### src/rtl/random_pick_key_set_unit_defines.svh
// Assertion macros for the random pick key set unit.
// Needs a clock named clk and an active-low reset named rst_n in the including scope.
`ifndef RANDOM_PICK_KEY_SET_UNIT_DEFINES_SVH
`define RANDOM_PICK_KEY_SET_UNIT_DEFINES_SVH

// The condition implies the consequence in the same cycle.
`define RPKS_ASSERT_SAME(label, cond, cons) \
    label: assert property (@(posedge clk) disable iff (!rst_n) (cond) |-> (cons)) \
        else $error("rpks assertion failed");

// The condition implies the consequence in the next cycle.
`define RPKS_ASSERT_NEXT(label, cond, cons) \
    label: assert property (@(posedge clk) disable iff (!rst_n) (cond) |=> (cons)) \
        else $error("rpks assertion failed");

`endif

### src/rtl/rpks_pkg.sv
// Package for the random pick key set unit: sizes, mode and status codes.
// Has no dependencies.
`timescale 1ns / 1ps

package rpks_pkg;

    localparam int CAPACITY   = 64;
    localparam int KEY_BITS   = 32;
    localparam int SLOT_BITS  = $clog2(CAPACITY);
    localparam int COUNT_BITS = $clog2(CAPACITY + 1);
    localparam int IDX_BITS   = 6;
    localparam int CMP_BITS   = (COUNT_BITS > IDX_BITS) ? COUNT_BITS : IDX_BITS;

    localparam logic [1:0] MODE_INSERT = 2'd0;
    localparam logic [1:0] MODE_DELETE = 2'd1;
    localparam logic [1:0] MODE_PICK   = 2'd2;

    localparam logic [2:0] STATUS_DONE      = 3'd0;
    localparam logic [2:0] STATUS_DUPLICATE = 3'd1;
    localparam logic [2:0] STATUS_NOT_FOUND = 3'd2;
    localparam logic [2:0] STATUS_RANGE     = 3'd3;
    localparam logic [2:0] STATUS_FULL      = 3'd4;

endpackage

### src/rtl/random_pick_key_set_unit.sv
// Random pick key set unit: a dense set of distinct keys in one key memory.
// Throughput: one beat in flight; the search reads one slot per cycle through
// the single read port of the key memory.
// Reset clears the key count and the control state; the key memory is not cleared.
// Depends on rpks_pkg and random_pick_key_set_unit_defines.svh.
`timescale 1ns / 1ps
`include "random_pick_key_set_unit_defines.svh"

module random_pick_key_set_unit
(
    input  logic        clk,
    input  logic        rst_n,
    input  logic        in_valid,
    output logic        in_ready,
    input  logic [1:0]  mode,
    input  logic [31:0] key,
    input  logic [5:0]  pick_index,
    output logic        out_valid,
    input  logic        out_ready,
    output logic [31:0] picked_key,
    output logic [2:0]  status,
    output logic [6:0]  key_count
);

    localparam logic [2:0] ST_IDLE = 3'd0;
    localparam logic [2:0] ST_SCAN = 3'd1;
    localparam logic [2:0] ST_MOVE = 3'd2;
    localparam logic [2:0] ST_PICK = 3'd3;
    localparam logic [2:0] ST_DONE = 3'd4;

    localparam int SB = rpks_pkg::SLOT_BITS;
    localparam int CB = rpks_pkg::COUNT_BITS;
    localparam int KB = rpks_pkg::KEY_BITS;

    logic [2:0]    state_reg, state_next;
    logic [1:0]    mode_reg, mode_next;
    logic [KB-1:0] key_reg, key_next;
    logic [CB-1:0] count_reg, count_next;
    logic [CB-1:0] iss_reg, iss_next;
    logic [SB-1:0] slot_reg, slot_next;
    logic          rd_valid_reg;
    logic [SB-1:0] rd_slot_reg;
    logic [31:0]   res_key_reg, res_key_next;
    logic [2:0]    res_status_reg, res_status_next;
    logic          out_valid_reg, out_valid_next;
    logic [31:0]   out_key_reg;
    logic [2:0]    out_status_reg;
    logic [6:0]    out_count_reg;
    logic          out_load;

    logic [KB-1:0] key_mem [rpks_pkg::CAPACITY];
    logic          rd_en;
    logic [SB-1:0] rd_addr;
    logic [KB-1:0] rd_data_reg;
    logic          wr_en;
    logic [SB-1:0] wr_addr;
    logic [KB-1:0] wr_data;

    logic [CB-1:0] count_m1;
    logic          hit;
    logic          last;
    logic          pick_bad;

    assign count_m1 = CB'(count_reg - 1'b1);
    assign hit      = rd_valid_reg && (rd_data_reg == key_reg);
    assign last     = rd_valid_reg && (rd_slot_reg == count_m1[SB-1:0]);
    assign pick_bad = (rpks_pkg::CMP_BITS'(pick_index) >= rpks_pkg::CMP_BITS'(count_reg));

    assign in_ready   = (state_reg == ST_IDLE);
    assign out_valid  = out_valid_reg;
    assign picked_key = out_key_reg;
    assign status     = out_status_reg;
    assign key_count  = out_count_reg;

    always_ff @(posedge clk)
    begin
        if (wr_en)
        begin
            key_mem[wr_addr] <= wr_data;
        end
        if (rd_en)
        begin
            rd_data_reg <= key_mem[rd_addr];
        end
    end

    always_comb
    begin
        state_next      = state_reg;
        mode_next       = mode_reg;
        key_next        = key_reg;
        count_next      = count_reg;
        iss_next        = iss_reg;
        slot_next       = slot_reg;
        res_key_next    = res_key_reg;
        res_status_next = res_status_reg;
        rd_en           = 1'b0;
        rd_addr         = '0;
        wr_en           = 1'b0;
        wr_addr         = '0;
        wr_data         = key_reg;
        out_load        = 1'b0;

        case (state_reg)
            ST_IDLE:
            begin
                if (in_valid)
                begin
                    mode_next       = mode;
                    key_next        = KB'(key);
                    res_key_next    = '0;
                    res_status_next = rpks_pkg::STATUS_DONE;
                    state_next      = ST_DONE;
                    case (mode)
                        rpks_pkg::MODE_INSERT,
                        rpks_pkg::MODE_DELETE:
                        begin
                            if (count_reg == '0)
                            begin
                                if (mode == rpks_pkg::MODE_INSERT)
                                begin
                                    wr_en      = 1'b1;
                                    wr_data    = KB'(key);
                                    count_next = CB'(1);
                                end
                                else
                                begin
                                    res_status_next = rpks_pkg::STATUS_NOT_FOUND;
                                end
                            end
                            else
                            begin
                                rd_en      = 1'b1;
                                iss_next   = CB'(1);
                                state_next = ST_SCAN;
                            end
                        end
                        rpks_pkg::MODE_PICK:
                        begin
                            if (pick_bad)
                            begin
                                res_status_next = rpks_pkg::STATUS_RANGE;
                            end
                            else
                            begin
                                rd_en      = 1'b1;
                                rd_addr    = SB'(pick_index);
                                state_next = ST_PICK;
                            end
                        end
                        default:
                        begin
                            res_status_next = rpks_pkg::STATUS_DONE;
                        end
                    endcase
                end
            end
            ST_SCAN:
            begin
                if (hit)
                begin
                    if (mode_reg == rpks_pkg::MODE_INSERT)
                    begin
                        res_status_next = rpks_pkg::STATUS_DUPLICATE;
                        state_next      = ST_DONE;
                    end
                    else
                    begin
                        // Fetch the last held key to fill the freed slot.
                        rd_en      = 1'b1;
                        rd_addr    = count_m1[SB-1:0];
                        slot_next  = rd_slot_reg;
                        state_next = ST_MOVE;
                    end
                end
                else if (last)
                begin
                    state_next = ST_DONE;
                    if (mode_reg == rpks_pkg::MODE_INSERT)
                    begin
                        if (count_reg == CB'(rpks_pkg::CAPACITY))
                        begin
                            res_status_next = rpks_pkg::STATUS_FULL;
                        end
                        else
                        begin
                            wr_en      = 1'b1;
                            wr_addr    = count_reg[SB-1:0];
                            count_next = CB'(count_reg + 1'b1);
                        end
                    end
                    else
                    begin
                        res_status_next = rpks_pkg::STATUS_NOT_FOUND;
                    end
                end
                else if (iss_reg < count_reg)
                begin
                    rd_en    = 1'b1;
                    rd_addr  = iss_reg[SB-1:0];
                    iss_next = CB'(iss_reg + 1'b1);
                end
            end
            ST_MOVE:
            begin
                wr_en      = 1'b1;
                wr_addr    = slot_reg;
                wr_data    = rd_data_reg;
                count_next = count_m1;
                state_next = ST_DONE;
            end
            ST_PICK:
            begin
                res_key_next = 32'(rd_data_reg);
                state_next   = ST_DONE;
            end
            ST_DONE:
            begin
                if (!out_valid_reg || out_ready)
                begin
                    out_load   = 1'b1;
                    state_next = ST_IDLE;
                end
            end
            default:
            begin
                state_next = ST_IDLE;
            end
        endcase

        if (out_load)
        begin
            out_valid_next = 1'b1;
        end
        else if (out_ready)
        begin
            out_valid_next = 1'b0;
        end
        else
        begin
            out_valid_next = out_valid_reg;
        end
    end

    always_ff @(posedge clk or negedge rst_n)
    begin
        if (!rst_n)
        begin
            state_reg     <= ST_IDLE;
            count_reg     <= '0;
            rd_valid_reg  <= 1'b0;
            out_valid_reg <= 1'b0;
        end
        else
        begin
            state_reg     <= state_next;
            count_reg     <= count_next;
            rd_valid_reg  <= rd_en;
            out_valid_reg <= out_valid_next;
        end
    end

    always_ff @(posedge clk)
    begin
        mode_reg       <= mode_next;
        key_reg        <= key_next;
        iss_reg        <= iss_next;
        slot_reg       <= slot_next;
        rd_slot_reg    <= rd_addr;
        res_key_reg    <= res_key_next;
        res_status_reg <= res_status_next;
        if (out_load)
        begin
            out_key_reg    <= res_key_reg;
            out_status_reg <= res_status_reg;
            out_count_reg  <= 7'(count_reg);
        end
    end

    `RPKS_ASSERT_SAME(a_count_bound, 1'b1, count_reg <= CB'(rpks_pkg::CAPACITY))
    `RPKS_ASSERT_NEXT(a_accept_leaves_idle, in_valid && in_ready, state_reg != ST_IDLE)
    `RPKS_ASSERT_SAME(a_write_states, wr_en, (state_reg == ST_IDLE) || (state_reg == ST_SCAN) || (state_reg == ST_MOVE))
    `RPKS_ASSERT_NEXT(a_done_loads, (state_reg == ST_DONE) && !out_valid_reg, out_valid_reg && (state_reg == ST_IDLE))

endmodule
### config.mk
export PLATFORM = sky130hd
export DESIGN_NAME = random_pick_key_set_unit
export DESIGN_NICKNAME = d
export VERILOG_FILES = /design/src/rtl/rpks_pkg.sv /design/src/rtl/random_pick_key_set_unit.sv
export VERILOG_INCLUDE_DIRS = /design/src /design/src/rtl
export SDC_FILE = /design/constraint.sdc
export NUM_CORES = 2
export LEC_CHECK = 0
export BUFFER_PORTS_ARGS = -buffer_cell sky130_fd_sc_hd__buf_4
export CORE_MARGIN = 8
export CORE_UTILIZATION = 58
export CTS_BUF_LIST = sky130_fd_sc_hd__clkbuf_2 sky130_fd_sc_hd__clkbuf_4 sky130_fd_sc_hd__clkbuf_8
export CTS_CLUSTER_SIZE = 25
export DETAILED_ROUTE_END_ITERATION = 8
export GPL_ROUTABILITY_DRIVEN = 1
export PLACE_DENSITY = 0.73
export SETUP_SLACK_MARGIN = 0.4
export SKIP_LAST_GASP = 1
export SLEW_MARGIN = 20
export SYNTH_ARGS = -nofsm -noshare
export SYNTH_HDL_FRONTEND = slang
export SYNTH_SLANG_ARGS = --single-unit
### constraint.sdc
create_clock -name clk -period 7.2 [get_ports clk]
set_clock_uncertainty 0.15 [all_clocks]
set_input_delay 1.08 -clock clk [delete_from_list [all_inputs] [get_ports clk]]
set_output_delay 1.08 -clock clk [all_outputs]
set_load 0.02 [all_outputs]
== Word-level counts from Yosys, hierarchy flattened ==
Memories as Yosys holds them, arrays and structs flattened. A register that Yosys moved wholly into a read port is not among the register bits.
Index checks and enable logic that the tools add are counted.

* $add $sub $neg: 3
* Order comparisons: 2
* Equal/unequal tests: 24
* Multiplexer cells: 80
* Bitwise logic cells: 1
* Reductions and logical operators: 21

{| class="wikitable"
|+ Operators by type and width
! kind !! count
|-
| 32-bit 2-to-1 mux || 5
|-
| 32-bit one-hot mux with 2 select lines || 2
|-
| 7-bit 2-to-1 mux || 14
|-
| 6-bit 2-to-1 mux || 11
|-
| 3-bit 2-to-1 mux || 13
|-
| 32-bit equality test || 1
|-
| 6-bit one-hot mux with 2 select lines || 2
|-
| 1-bit 2-to-1 mux || 21
|-
| 7-bit one-hot mux with 3 select lines || 1
|-
| 2-bit inequality test, second input constant || 9
|-
| 3-bit one-hot mux with 2 select lines || 3
|-
| 7-bit by 1-bit adder with 7-bit output, second input constant || 2
|-
| 7-bit one-hot mux with 2 select lines || 1
|-
| 3-bit one-hot mux with 4 select lines || 1
|-
| 9-bit AND reduction || 1
|-
| 7-bit equality test, second input constant || 1
|-
| 6-bit by 7-bit greater-or-equal comparator with 1-bit output || 1
|-
| 7-bit zero test || 1
|-
| 7-bit less-than comparator || 1
|-
| 7-bit AND reduction || 1
|-
| 7-bit by 1-bit subtractor with 7-bit output, second input constant || 1
|-
| 3-bit by 2-bit equality test with 1-bit output, second input constant || 2
|-
| 6-bit equality test || 1
|-
| 2-bit 2-to-1 mux || 3
|-
| other kinds (21) || 32
|}

* Flip-flop bits (word level): 142
* Memory bits (writable): 2048
* Output and inout port bits: 44
* Word-level logic and storage cells: 146
* Memories: 1

{| class="wikitable"
|+ Memories
! name !! depth !! width !! rd ports !! clocked after Yosys merged registers in !! wr ports !! RTL line !! source
|-
| key_mem || 64 || 32 || 1 || 1 || 1 || random_pick_key_set_unit.sv:51 || <nowiki>logic [KB-1:0] key_mem [rpks_pkg::CAPACITY];</nowiki>
|}

== Longest topological paths before layout ==
* Depth after elaboration: 8
* Mapped depth: 17
* Mapped depth without buffers: 13

== Worst setup path after synthesis ==
OpenSTA, ideal clock, no wires.

* Path type: input-to-reg
* Start point: input in_valid
* End point: register rd_data_reg[12] (read register of key_mem), data pin
* Setup time: 0.275 ns
* Arrival time: 5.585 ns
* Data required time: 6.775 ns
* Slack: 1.190 ns
* Stages: 12
* Cell sequence: nor4b_2 -> o21ai_0 -> a211oi_2 -> nand2_1 -> and3_1 -> buf_4 -> buf_2 -> buf_2 -> mux2i_1 -> a211oi_1 -> o41ai_1 -> nand4_1

* Word-level cells in the longest chain between the ends: 2

{| class="wikitable"
|+ Ends and longest elaborated chain
! item !! RTL line !! source
|-
| start: declaration || random_pick_key_set_unit.sv:13 || <nowiki>input logic in_valid,</nowiki>
|-
| 6-bit 2-to-1 mux / 1-bit 2-to-1 mux (equally long branches) || random_pick_key_set_unit.sv:107 || <nowiki>if (in_valid)</nowiki>
|-
| 6-bit one-hot mux with 2 select lines / 1-bit one-hot mux with 2 select lines (equally long branches) || random_pick_key_set_unit.sv:104 || <nowiki>case (state_reg)</nowiki>
|-
| end: declaration || random_pick_key_set_unit.sv:54 || <nowiki>logic [KB-1:0] rd_data_reg;</nowiki>
|}

Several ways; a longest one is shown, not always the timed one.
A chain may end at the register's enable or synchronous reset.

== Worst setup path after layout ==
* Start point: register count_reg[0]
* End point: register rd_data_reg[1] (read register of key_mem), data pin

* Word-level cells in the longest chain between the ends: 6

{| class="wikitable"
|+ Ends and longest elaborated chain
! item !! RTL line !! source
|-
| start: declaration || random_pick_key_set_unit.sv:38 || <nowiki>logic [CB-1:0] count_reg, count_next;</nowiki>
|-
| start signal: assignment || random_pick_key_set_unit.sv:257 || <nowiki>count_reg <= count_next;</nowiki>
|-
| 7-bit by 1-bit subtractor with 7-bit output || random_pick_key_set_unit.sv:64 || <nowiki>assign count_m1 = CB'(count_reg - 1'b1);</nowiki>
|-
| 6-bit equality test || random_pick_key_set_unit.sv:66 || <nowiki>assign last = rd_valid_reg && (rd_slot_reg == count_m1[SB-1:0]);</nowiki>
|-
| 1-bit logical AND || random_pick_key_set_unit.sv:66 ||
|-
| 6-bit 2-to-1 mux / 1-bit 2-to-1 mux (equally long branches) || random_pick_key_set_unit.sv:176 || <nowiki>else if (last)</nowiki>
|-
| 6-bit 2-to-1 mux / 1-bit 2-to-1 mux (equally long branches) || random_pick_key_set_unit.sv:160 || <nowiki>if (hit)</nowiki>
|-
| 6-bit one-hot mux with 2 select lines / 1-bit one-hot mux with 2 select lines (equally long branches) || random_pick_key_set_unit.sv:104 ||
|}

Several ways; a longest one is shown, not always the timed one.

==> metrics.txt <==
Flop pwr share 41.3%; Nets 5870; Buf/Inv on CP 3; Total Routing Usage GR 31.5%; outcome finished, final reports clean; fin util 66.0%; syn nets 5632; WP depth 14; final wirelength 273000 µm; initial core utilization 58.2%; Psw 0.0148 W; layout cells sized above 1 18.1%; Chip Width 409 µm; Hold Path Class primary input to flip-flop; CP Class flip-flop to flip-flop; WP data arrival 7.14 ns; met3 wire length 40700 µm; wire per inst 33.7 µm; # setup viols final 0; slowest stage cell on the critical path o41ai_1; Clock Sinks 2222; Total Power 0.0400 W; M1 wire length 96500 µm; global-route wire length before repair 390000 µm; I/O Buffers 87; chip height 409 µm; post-synthesis sequential area ratio 74.4%; path depth of the worst reg2reg path 14; Hold Crit Start key[17]; CTS clk-pin slew, worst paths 0.06 ns; initial antenna violation count 14; Critical Path Start Type flip-flop; Worst-Skew Late Latency 1.05 ns; FF-to-FF End rd_data_reg[1]$_DFFE_PP_; largest register by flop count key_mem; share of flip-flops with an asynchronous set or reset 0.540%; Top FF cell, synth edfxtp_1; met2 routed WL 120000 µm; flop2flop setup slack 0.58 ns; Max Fanout on Critical Path 86; Slew @ Worst Pin 1.32 ns; CP peak stage delay 1.19 ns; Synth Register Bits 2222; Layout area overhead 13.3%; Cell variety after synth 59; DRT iter0 DRCs 9692; CTS Buffer Depth 4; area taken by multi-input logic gates 22100 µm²; Post-synth EDFFs 2204; Worst Hold End key_reg[17]$_DFFE_PP_; Clock power frac 25.8%; Final min period 6.62 ns; RSZ-0062 raised after global routing false; gate count of the mapped netlist 5573; ANT nets after route 0; sequential cell area 66600 µm²; Syn Area/Cell 16.1 µm²; Sw Share 37.1%; Hold Path Depth 1; area of the core 154000 µm²; dpl hpwl 152000 µm; vias in the first global route 55800; Largest register FFs 2048; DRC 0; Lkg Pwr 34.4 nW; worst endpoint required time 7.72 ns; Post-Layout Cell Count 8102; max layer used met5; fill count 10200; row count 144; clk root buf clkbuf_8; die area 167000 µm²; RR Startpoint count_reg[0]$_DFFE_PN0P_; gpl congestion 0.946; crit end category flip-flop; vias post-DR 58100; fin. max-slew vios 0; CTS tree yes; CTS Buf Count 358; setup_tns 0 ns; via/cell ratio 7.17; I/O pin total 88; Rel. slew slack 11.0%; Peak supply drop 0.000420 V; largest net degree at the start of global routing 217; synth warn 0; Synth Cell Area 89500 µm²; detailed-router iteration count before antenna repair 8; Max Cap Viol 0; Final Cycle Share 92.0%; crit-path cells inv_1 -> ha_1 -> or3b_1 -> xnor2_1 -> nor4_4 -> a22oi_4 -> nand4_4 -> and3_4 -> inv_8 -> buf_4 -> a221oi_1 -> a211oi_1 -> o41ai_1 -> nand4_1; final hold viol count 0; H-tree depth 5; placed instance count 7488; cell-internal power 0.0252 W; achievable frequency 0.151 GHz; gr ovfl total 0; Logic pwr share 32.9%; Pwr Density 395 nW/µm²; Worst path top cell family by delay simple AND/OR/NAND/NOR gates
## metrics by stage
stage | setup slack, ns | hold slack (ns) | area (µm²)
2_1_floorplan | 1.19 | 0.250 | 89500
3_3_place_gp | -0.334 | 0.253 | 94100
3_5_place_dp | 0.214 | 0.255 | 94500
4_1_cts | 0.545 | 0.0233 | 101000
5_1_grt | 0.515 | 0.0492 | 101000
6_report | 0.578 | 0.0845 | 101000
## placed cells by master, fill, tap and decap left out, drive strengths merged, types with 3 or more instances in the layout
master / count
a211oi: 491
clkbuf: 496
o31ai: 3
or2: 3
inv: 16
nand2: 223
a221oi: 514
and2: 38
a311oi: 27
ha: 15
a22oi: 62
o22ai: 10
a21oi: 129
nor3: 9
o21ai: 49
edfxtp: 2204
xnor2: 42
and3: 520
dfrtp: 12
nor4: 3
nand2b: 8
clkinvlp: 6
nor2: 98
xor2: 5
diode: 9
nand4: 44
bufinv: 6
mux2i: 370
buf: 384
nor2b: 5
dfxtp: 6
nand3: 11
clkinv: 89
o41ai: 128
## cell type report
type,count,area share (%)
Multi-Input combinational cell,2829,21.8
Sequential cell,2222,65.7
Antenna cell,9,0.0222
Clock inverter,102,0.589
Inverter,15,0.0654
Clock buffer,496,5.92
Tap cell,2044,2.52
Timing Repair Buffer,385,3.33
## logic make-up (layout without fill, tap and decap cells)
kind of cell,count (synthesis),in the layout,synth area share [%]
AOI/OAI and AO/OA,1430,1430,12.5
muxes,370,370,4.14
DFF,2222,2222,74.4
xor gates and xnor gates,48,48,0.485
adders and majority gates,15,15,0.210
other,0,9,0
and+or+nand+nor,966,966,5.89
buffers and inverters,522,998,2.36
## how the worst max path moves through the flow
stage | from | endpoint | slack, ns
after floorplan | in_valid | rd_data_reg[12]$_DFFE_PP_ | 1.19
after global placement | count_reg[0]$_DFFE_PN0P_ | rd_data_reg[6]$_DFFE_PP_ | -0.33
after detailed placement | count_reg[0]$_DFFE_PN0P_ | rd_data_reg[8]$_DFFE_PP_ | 0.21
after CTS | count_reg[0]$_DFFE_PN0P_ | rd_data_reg[8]$_DFFE_PP_ | 0.55
after global routing | count_reg[0]$_DFFE_PN0P_ | rd_data_reg[8]$_DFFE_PP_ | 0.52
final | count_reg[0]$_DFFE_PN0P_ | rd_data_reg[1]$_DFFE_PP_ | 0.58
## power groups by stage
stage          logic (W)  clock network (W)  registers, W
4_1_cts           0.0126             0.0103        0.0165
2_1_floorplan    0.00703                  0        0.0167
5_1_grt           0.0136             0.0109        0.0165
6_report          0.0132             0.0103        0.0165
3_3_place_gp      0.0123                  0        0.0167
3_5_place_dp      0.0126                  0        0.0167
## Yosys cell counts, types with 2 or more instances
cell type,number,share of area [%]
a211oi_1,490,4.1
a21o_1,2,0.017
a21oi_1,129,0.72
a221o_1,2,0.022
a221oi_1,513,5.0
a22oi_1,61,0.51
a2bb2oi_1,2,0.020
a311oi_1,27,0.26
and2_1,38,0.27
and3_1,519,3.6
buf_1,12,0.050
buf_2,111,0.62
clkbuf_1,382,1.6
dfrtp_1,12,0.34
dfxtp_1,6,0.13
edfxtp_1,2204,74
ha_1,15,0.21
inv_1,12,0.050
inv_2,3,0.013
mux2i_1,370,4.1
nand2_1,221,0.93
nand2_2,2,0.014
nand2b_1,8,0.056
nand3_1,11,0.062
nand4_1,43,0.30
nor2_1,98,0.41
nor2b_1,5,0.035
nor3_1,8,0.045
nor4_1,2,0.014
o211ai_1,2,0.017
o21a_1,2,0.017
o21ai_0,49,0.27
o22ai_1,10,0.070
o31ai_1,3,0.025
o41ai_1,128,1.3
or2_2,3,0.021
xnor2_1,42,0.41
xor2_1,5,0.049
## per-layer routing
metal / global-route usage (%) / up-vias
met1: 42.9 / 28800
met4: 16.0 / 4
li1: - / 23600
met2: 46.5 / 4897
met5: 0 / -
met3: 9.45 / 777
## timing repair
| item | 4_1_cts | 5_1_grt |
|---|---|---|
| hold endpoints to repair | 12 | 0 |
| gates resized for setup | 1 | 4 |
| hold buffers | 1 | 0 |
| buffers inserted | 0 | 0 |
| endpoints found under the setup margin | 1 | 5 |
| pin swaps | 0 | 0 |
Power figures use the tool's default switching activity.
